## config.mk

```make
export PLATFORM = sky130hd
export DESIGN_NAME = can_tx_frame_segmenting_queue_core
export DESIGN_NICKNAME = d
export VERILOG_FILES = /design/src/sv/cantxq_pkg.sv /design/src/sv/cantxq_ram.sv /design/src/sv/cantxq_ctrl.sv /design/src/sv/cantxq_datapath.sv /design/src/sv/can_tx_frame_segmenting_queue_core.sv
export SDC_FILE = /design/constraint.sdc
export NUM_CORES = 2
export LEC_CHECK = 0
export ABC_AREA = 0
export BUFFER_PORTS_ARGS = -buffer_cell sky130_fd_sc_hd__buf_2
export CAP_MARGIN = 20
export CORE_ASPECT_RATIO = 2
export CORE_MARGIN = 5
export CORE_UTILIZATION = 41
export DETAILED_ROUTE_END_ITERATION = 7
export GPL_TIMING_DRIVEN = 0
export PLACE_DENSITY = 0.68
export SYNTH_ARGS = -nofsm -noshare
export SYNTH_HDL_FRONTEND = slang
export SYNTH_SLANG_ARGS = --single-unit
```

## constraint.sdc

```tcl
create_clock -name aclk -period 6.94 [get_ports aclk]
set_input_delay 1.388 -clock aclk [delete_from_list [all_inputs] [get_ports aclk]]
set_output_delay 1.388 -clock aclk [all_outputs]
set_load 0.005 [all_outputs]
```

## src/sv/cantxq_pkg.sv

```systemverilog
// ----------------------------------------------------------------------------
// cantxq_pkg
// Shared types and constants for the CAN transmit frame queue.
// ----------------------------------------------------------------------------
package cantxq_pkg;

    localparam int ID_W    = 29;
    localparam int LEN_W   = 4;
    localparam int DATA_W  = 64;
    localparam int COUNT_W = 5;
    localparam int ENTRY_W = ID_W + LEN_W + DATA_W;

    // request opcodes
    localparam logic OP_PUSH = 1'b0;
    localparam logic OP_SEND = 1'b1;

    // extended data page bit of the J1939 identifier
    localparam logic EDP_VALUE = 1'b0;

    // controller to datapath
    typedef struct packed {
        logic take_push;
        logic take_send_hit;
        logic take_send_miss;
        logic load_frame;
    } cmd_t;

    // datapath to controller
    typedef struct packed {
        logic ring_empty;
    } status_t;

endpackage

```

## src/sv/cantxq_ram.sv

```systemverilog
// ----------------------------------------------------------------------------
// cantxq_ram
// Generic single-write, single-read RAM with registered read data.
// ----------------------------------------------------------------------------
module cantxq_ram #(
    parameter int WIDTH = 8,
    parameter int DEPTH = 32
) (
    input  logic                     aclk,
    input  logic                     wr_en,
    input  logic [$clog2(DEPTH)-1:0] wr_addr,
    input  logic [WIDTH-1:0]         wr_data,
    input  logic                     rd_en,
    input  logic [$clog2(DEPTH)-1:0] rd_addr,
    output logic [WIDTH-1:0]         rd_data
);

    logic [WIDTH-1:0] mem [DEPTH];

    always_ff @(posedge aclk) begin
        if (wr_en) begin
            mem[wr_addr] <= wr_data;
        end
        if (rd_en) begin
            rd_data <= mem[rd_addr];
        end
    end

endmodule

```

## src/sv/cantxq_ctrl.sv

```systemverilog
// ----------------------------------------------------------------------------
// cantxq_ctrl
// Request sequencer: accepts one request, waits for the ring read on a send
// that finds a frame while the transmitter is idle, then holds the result until it is taken.
// ----------------------------------------------------------------------------
module cantxq_ctrl (
    input  logic                aclk,
    input  logic                aresetn,
    input  logic                s_valid,
    output logic                s_ready,
    input  logic                s_op,
    input  logic                s_tx_idle,
    output logic                m_valid,
    input  logic                m_ready,
    input  cantxq_pkg::status_t status,
    output cantxq_pkg::cmd_t    cmd
);

    typedef enum logic [2:0] {
        ST_IDLE = 3'b001,
        ST_READ = 3'b010,
        ST_OUT  = 3'b100
    } state_t;

    state_t state_reg, state_next;
    logic   accept;

    assign s_ready = (state_reg == ST_IDLE);
    assign m_valid = (state_reg == ST_OUT);
    assign accept  = s_valid && s_ready;

    always_comb begin
        cmd        = '0;
        state_next = state_reg;
        unique case (state_reg)
            ST_IDLE: begin
                if (accept) begin
                    if (s_op == cantxq_pkg::OP_PUSH) begin
                        cmd.take_push = 1'b1;
                        state_next    = ST_OUT;
                    end else if (!status.ring_empty && s_tx_idle) begin
                        cmd.take_send_hit = 1'b1;
                        state_next        = ST_READ;
                    end else begin
                        cmd.take_send_miss = 1'b1;
                        state_next         = ST_OUT;
                    end
                end
            end
            ST_READ: begin
                cmd.load_frame = 1'b1;
                state_next     = ST_OUT;
            end
            ST_OUT: begin
                if (m_ready) begin
                    state_next = ST_IDLE;
                end
            end
            default: begin
                state_next = ST_IDLE;
            end
        endcase
    end

    always_ff @(posedge aclk) begin
        if (!aresetn) begin
            state_reg <= ST_IDLE;
        end else begin
            state_reg <= state_next;
        end
    end

endmodule

```

## src/sv/cantxq_datapath.sv

```systemverilog
// ----------------------------------------------------------------------------
// cantxq_datapath
// Frame assembly, ring pointers, frame store and result registers.
// ----------------------------------------------------------------------------
module cantxq_datapath #(
    parameter int RING_DEPTH  = 32,
    parameter int FRAME_BYTES = 8
) (
    input  logic                                aclk,
    input  logic                                aresetn,
    input  cantxq_pkg::cmd_t                    cmd,
    output cantxq_pkg::status_t                 status,
    input  logic [7:0]                          s_source_addr,
    input  logic [7:0]                          s_pdu_specific,
    input  logic [7:0]                          s_pdu_format,
    input  logic                                s_data_page,
    input  logic [2:0]                          s_priority_req,
    input  logic [7:0]                          s_payload_byte,
    input  logic                                s_last_byte,
    input  logic                                s_tx_accepts,
    output logic                                m_frame_valid,
    output logic [cantxq_pkg::ID_W-1:0]         m_frame_id,
    output logic [cantxq_pkg::LEN_W-1:0]        m_frame_length,
    output logic [cantxq_pkg::DATA_W-1:0]       m_frame_bytes,
    output logic [cantxq_pkg::COUNT_W-1:0]      m_queue_count
);

    localparam int PTR_W = $clog2(RING_DEPTH);
    localparam int CNT_W = PTR_W + 1;
    localparam logic [PTR_W-1:0] PTR_LAST = PTR_W'(RING_DEPTH - 1);
    localparam logic [cantxq_pkg::LEN_W-1:0] LEN_FULL = cantxq_pkg::LEN_W'(FRAME_BYTES);

    logic [PTR_W-1:0] wp_reg, wp_next, rp_reg, rp_next;
    logic [PTR_W-1:0] wp_inc, rp_inc, rp_wrap;
    logic [cantxq_pkg::DATA_W-1:0] asm_bytes_reg, asm_bytes_next, asm_filled;
    logic [cantxq_pkg::LEN_W-1:0]  asm_count_reg, asm_count_next, asm_count_inc;
    logic                          commit;
    logic [cantxq_pkg::ID_W-1:0]   push_id;
    logic [cantxq_pkg::ENTRY_W-1:0] rd_data;
    logic [CNT_W-1:0]              ring_count;

    logic                          frame_valid_reg;
    logic [cantxq_pkg::ID_W-1:0]   frame_id_reg;
    logic [cantxq_pkg::LEN_W-1:0]  frame_len_reg;
    logic [cantxq_pkg::DATA_W-1:0] frame_bytes_reg;

    function automatic logic [PTR_W-1:0] ring_next(input logic [PTR_W-1:0] p);
        ring_next = (p == PTR_LAST) ? '0 : p + 1'b1;
    endfunction

    assign wp_inc = ring_next(wp_reg);
    assign rp_inc = ring_next(rp_reg);

    // byte lane insert at the current fill position
    always_comb begin
        asm_filled    = asm_bytes_reg;
        asm_count_inc = asm_count_reg;
        if (asm_count_reg < LEN_FULL) begin
            asm_count_inc = asm_count_reg + 1'b1;
            for (int i = 0; i < 8; i++) begin
                if (asm_count_reg == cantxq_pkg::LEN_W'(i)) begin
                    asm_filled[i*8 +: 8] = asm_bytes_reg[i*8 +: 8] | s_payload_byte;
                end
            end
        end
    end

    assign commit  = cmd.take_push && ((asm_count_inc >= LEN_FULL) || s_last_byte);
    assign push_id = {s_priority_req, cantxq_pkg::EDP_VALUE, s_data_page,
                      s_pdu_format, s_pdu_specific, s_source_addr};

    // a commit that catches up with the oldest frame drops it
    assign rp_wrap = (wp_inc == rp_reg) ? rp_inc : rp_reg;

    always_comb begin
        wp_next        = wp_reg;
        rp_next        = rp_reg;
        asm_bytes_next = asm_bytes_reg;
        asm_count_next = asm_count_reg;
        if (cmd.take_push) begin
            if (commit) begin
                wp_next        = wp_inc;
                rp_next        = rp_wrap;
                asm_bytes_next = '0;
                asm_count_next = '0;
            end else begin
                asm_bytes_next = asm_filled;
                asm_count_next = asm_count_inc;
            end
        end else if (cmd.take_send_hit && s_tx_accepts) begin
            rp_next = rp_inc;
        end
    end

    always_ff @(posedge aclk) begin
        if (!aresetn) begin
            wp_reg        <= '0;
            rp_reg        <= '0;
            asm_bytes_reg <= '0;
            asm_count_reg <= '0;
        end else begin
            wp_reg        <= wp_next;
            rp_reg        <= rp_next;
            asm_bytes_reg <= asm_bytes_next;
            asm_count_reg <= asm_count_next;
        end
    end

    cantxq_ram #(
        .WIDTH (cantxq_pkg::ENTRY_W),
        .DEPTH (RING_DEPTH)
    ) u_store (
        .aclk    (aclk),
        .wr_en   (commit),
        .wr_addr (wp_reg),
        .wr_data ({push_id, asm_count_inc, asm_filled}),
        .rd_en   (cmd.take_send_hit),
        .rd_addr (rp_reg),
        .rd_data (rd_data)
    );

    always_ff @(posedge aclk) begin
        if (cmd.take_push || cmd.take_send_miss || cmd.take_send_hit) begin
            frame_valid_reg <= cmd.take_send_hit;
            frame_id_reg    <= '0;
            frame_len_reg   <= '0;
            frame_bytes_reg <= '0;
        end else if (cmd.load_frame) begin
            {frame_id_reg, frame_len_reg, frame_bytes_reg} <= rd_data;
        end
    end

    assign ring_count = (wp_reg >= rp_reg)
                      ? CNT_W'(wp_reg) - CNT_W'(rp_reg)
                      : CNT_W'(wp_reg) + CNT_W'(RING_DEPTH) - CNT_W'(rp_reg);

    assign status.ring_empty = (wp_reg == rp_reg);
    assign m_frame_valid     = frame_valid_reg;
    assign m_frame_id        = frame_id_reg;
    assign m_frame_length    = frame_len_reg;
    assign m_frame_bytes     = frame_bytes_reg;
    assign m_queue_count     = cantxq_pkg::COUNT_W'(ring_count);

`ifndef SYNTHESIS
    a_asm_below_full: assert property (@(posedge aclk) disable iff (!aresetn)
        asm_count_reg < LEN_FULL)
        else $error("assembly count reached frame size without commit");

    a_commit_not_empty: assert property (@(posedge aclk) disable iff (!aresetn)
        commit |=> (wp_reg != rp_reg))
        else $error("ring empty right after a commit");

    a_load_follows_read: assert property (@(posedge aclk) disable iff (!aresetn)
        cmd.load_frame |-> $past(cmd.take_send_hit))
        else $error("frame load without ring read");

    a_loaded_len_nonzero: assert property (@(posedge aclk) disable iff (!aresetn)
        cmd.load_frame |=> (frame_len_reg != '0) && frame_valid_reg)
        else $error("offered frame has no data bytes");

    a_miss_no_frame: assert property (@(posedge aclk) disable iff (!aresetn)
        (cmd.take_send_miss || cmd.take_push) |=> !frame_valid_reg)
        else $error("frame offered on push or missed send");
`endif

endmodule

```

## src/sv/can_tx_frame_segmenting_queue_core.sv

```systemverilog
// ----------------------------------------------------------------------------
// can_tx_frame_segmenting_queue_core
// CAN transmit queue: gathers J1939 payload bytes into frames and offers the
// oldest stored frame to the transmitter.
// ----------------------------------------------------------------------------
//  channel  dir  handshake           payload
//  s_       in   s_valid / s_ready   op, header fields, byte, tx status
//  m_       out  m_valid / m_ready   frame valid, id, length, bytes, count
//
//  a push or missed send presents its result in the cycle after accept; a
//  send that reads the ring passes through ST_READ before ST_OUT
//  (registered read of the frame store); s_ready stays low until the
//  result has been taken
//  a stall on m_ready holds the result and blocks new requests
//  reset clears pointers and the assembly buffer; the store is not cleared
// ----------------------------------------------------------------------------
module can_tx_frame_segmenting_queue_core #(
    parameter int RING_DEPTH  = 32,
    parameter int FRAME_BYTES = 8
) (
    input  logic                            aclk,
    input  logic                            aresetn,
    input  logic                            s_valid,
    output logic                            s_ready,
    input  logic                            s_op,
    input  logic [7:0]                      s_source_addr,
    input  logic [7:0]                      s_pdu_specific,
    input  logic [7:0]                      s_pdu_format,
    input  logic                            s_data_page,
    input  logic [2:0]                      s_priority_req,
    input  logic [7:0]                      s_payload_byte,
    input  logic                            s_last_byte,
    input  logic                            s_tx_idle,
    input  logic                            s_tx_accepts,
    output logic                            m_valid,
    input  logic                            m_ready,
    output logic                            m_frame_valid,
    output logic [cantxq_pkg::ID_W-1:0]     m_frame_id,
    output logic [cantxq_pkg::LEN_W-1:0]    m_frame_length,
    output logic [cantxq_pkg::DATA_W-1:0]   m_frame_bytes,
    output logic [cantxq_pkg::COUNT_W-1:0]  m_queue_count
);

    cantxq_pkg::cmd_t    cmd;
    cantxq_pkg::status_t status;

    cantxq_ctrl u_ctrl (
        .aclk      (aclk),
        .aresetn   (aresetn),
        .s_valid   (s_valid),
        .s_ready   (s_ready),
        .s_op      (s_op),
        .s_tx_idle (s_tx_idle),
        .m_valid   (m_valid),
        .m_ready   (m_ready),
        .status    (status),
        .cmd       (cmd)
    );

    cantxq_datapath #(
        .RING_DEPTH  (RING_DEPTH),
        .FRAME_BYTES (FRAME_BYTES)
    ) u_datapath (
        .aclk           (aclk),
        .aresetn        (aresetn),
        .cmd            (cmd),
        .status         (status),
        .s_source_addr  (s_source_addr),
        .s_pdu_specific (s_pdu_specific),
        .s_pdu_format   (s_pdu_format),
        .s_data_page    (s_data_page),
        .s_priority_req (s_priority_req),
        .s_payload_byte (s_payload_byte),
        .s_last_byte    (s_last_byte),
        .s_tx_accepts   (s_tx_accepts),
        .m_frame_valid  (m_frame_valid),
        .m_frame_id     (m_frame_id),
        .m_frame_length (m_frame_length),
        .m_frame_bytes  (m_frame_bytes),
        .m_queue_count  (m_queue_count)
    );

endmodule
```

==> results.cfg <==
[status]
outcome = complete, no violations

[layout]
largest_register_ffs = 3072
area_growth_pct = 16.0
regMostFlops = u_datapath.u_store.mem
largestRegisters = u_datapath.u_store.mem (3072), u_datapath.u_store.rd_data (96)
post_route_cells_drive_above_1_share_pct = 26.3
final_cell_mix = 3169 x edfxtp_1, 864 x mux4_2, 642 x nand2_1
n_fill_cell = 24314
final_common_cell = edfxtp_1
nets = 6668

[job]
max-cap-violations = 0

[power]
p_leak_uw = 0.0444
clock_power_share_pct = 41.1
p_sw_share_pct = 19.8
p_int_uw = 30800
comb_power_share_pct = 1.7
p_sw_uw = 7610
power_density_nw_per_um2 = 262
seq_power_share_pct = 57.2
vdd_drop_max_mv = 0.178

[timing]
final.period_utilization_pct = 86.7
finalHoldWorstSlack_ps = 451
rsz0062_at_grt = false
slew_viol_final = 0
finalCriticalPeriod_ps = 6020
fin_skew_ps = 51.3
finalSetupViolations = 0
setup_tns_ps = 0
timing.fmax_ghz = 0.166
tightest_slew_ps = 1280
slew_headroom_pct = 14.7
hold_viol = 0

[clock_tree]
cts_max_level = 5
cts_buffer_depth = 4
post_cts_buffers = 0
clock_latency_ps = 880
cts_resized = 0
cts_buffers = 270
cts.root.buffer_cell = clkbuf_16
cts_tree = yes
cts_hold_buf = 0
clock_sinks = 3346
clkTransAtPathRegs_ps = 70

[hold_path]
holdPathStages = 2
min_path_type = flop to flop

[synthesis]
synth_edf_count = 3169
synthArstFlopShare_pct = 0
synth-main-ff-cell = edfxtp_1
synthCells = 5937
synth_nets = 5997
ys_seq_area_share_pct = 78.1
syn_area_per_cell_um2 = 21.3
ys_warn_count = 0
ys_seq_elements = 3346
netlist_area_um2 = 126000
synth_cell_types = 52

[critical_path]
cp.required_ps = 5550
crit_type = flop to output port
cp-end-kind = output port
cp_max_fo = 10
reg2reg_depth = 12
start_kind = flop
arrival_ps = 4630

[placement]
dp_hpwl_mm = 266
io_buffers = 145
gp_congestion = 0.856

[routing]
vias_per_cell = 5.98
dr.pass1.iters = 7
drt-total-wl_mm = 379
wl_per_cell_um = 34.8
ant_nets = 0
via_count = 65063
dr.first_iter.drc_count = 8108
drc = 0

[global_routing]
grt_max_degree = 44
grt_pass1_vias = 66663
track_usage_pct = 23.2
grt_pass1_wl_mm = 520
grt.overflow.total = 0
grt_antenna_before_repair = 25

[floorplan]
dieHeight_um = 795
fp-row-count = 288
pin_count = 149
die_area_um2 = 320000
die_w_um = 403
start_util_pct = 41.1
coreArea_um2 = 307000
per-layer routing:
metal	GRT usage, %	wire, um
met1	24.0	113000
met2	41.9	201000
met5	0	139
met4	15.2	30700
met3	5.29	34000
path summary, 6_finish.rpt:
check | from | to | slack, ps
max | u_datapath.rp_reg[3] | m_queue_count[4] | 920
min | u_datapath.m_frame_bytes[13] | u_datapath.m_frame_bytes[13] | 450
max reg2reg | u_datapath.rp_reg[3] | u_datapath.rp_reg[1] | 1650
min reg2reg | u_datapath.m_frame_bytes[13] | u_datapath.m_frame_bytes[13] | 450
power by group through the flow:
stage                     combinational [uW]  sequential [uW]  clock (uW)
after global placement                   554            22400           0
final                                    635            22000       15800
after global routing                     663            21900       16800
after detailed placement                 612            22400           0
after CTS                                614            22000       15900
after floorplan                          284            22400           0
critical path: stages (launching register included):
cell	delay, ps
dfxtp_1	310
clkbuf_1	400
inv_1	270
clkbuf_1	630
buf_8	260
clkbuf_1	870
ha_1	430
a21oi_1	170
xnor2_1	210
buf_2	180
Yosys cell counts, drive strengths merged (4+ instances only):
library cell | count | area share (%)
a31oi | 65 | 0.32
xor2 | 4 | 0.028
inv | 15 | 0.045
edfxtp | 3169 | 75
dfxtp | 177 | 2.8
a32oi | 24 | 0.17
xnor2 | 6 | 0.042
and2 | 9 | 0.045
or3b | 5 | 0.035
o21ai | 59 | 0.23
buf | 154 | 0.55
nand2 | 642 | 1.9
ha | 15 | 0.15
mux2i | 52 | 0.41
and3 | 7 | 0.035
clkbuf | 182 | 0.54
a21oi | 128 | 0.51
mux4 | 864 | 15
nand3b | 4 | 0.024
nand3 | 7 | 0.028
nor2 | 203 | 0.60
o22ai | 25 | 0.12
a22oi | 23 | 0.14
a21o | 66 | 0.39
logic make-up (layout without fill, tap and decap cells):
| kind of cell | after synthesis | after routing | synth area share, % |
|---|---|---|---|
| flip-flops | 3346 | 3346 | 78.1 |
| XOR/XNOR | 10 | 10 | 0.0693 |
| AND/OR/NAND/NOR | 898 | 898 | 2.80 |
| other | 1 | 10 | 0.00297 |
| buffers and inverters | 351 | 1228 | 1.13 |
| multiplexers | 917 | 917 | 15.8 |
| AO/OA/AOI/OAI | 398 | 398 | 1.94 |
| adder cells (fa/ha/maj) | 16 | 16 | 0.164 |
per-stage QoR:
| stage | setup slack [ps] | cells | area (um2) | util, % | total power (uW) |
|---|---|---|---|---|---|
| 3_5_place_dp | 1110 | 10367 | 137000 | 44.6 | 23000 |
| 2_1_floorplan | 238 | 5937 | 126000 | - | 22700 |
| 6_report | 924 | 10883 | 147000 | 47.7 | 38400 |
| 3_3_place_gp | -7550 | 10142 | 132000 | 43.0 | 23000 |
| 4_1_cts | 108 | 10845 | 146000 | 47.5 | 38500 |
| 5_1_grt | 951 | 10875 | 147000 | 47.7 | 39400 |
final cells by class:
| type | instances | area [um2] | share of cell area [%] |
|---|---|---|---|
| flip-flops and latches | 3346 | 98700 | 67.3 |
| multi-input cells | 2240 | 26500 | 18.1 |
| clock buffers | 350 | 7320 | 4.99 |
| repair buffers | 400 | 6050 | 4.12 |
| well taps | 4060 | 5080 | 3.46 |
| clock inverters | 128 | 1510 | 1.03 |
| plain buffers | 335 | 1380 | 0.944 |
| inverters | 15 | 56.3 | 0.0384 |
| diodes | 9 | 22.5 | 0.0154 |
(Power assumes the default switching activity.)
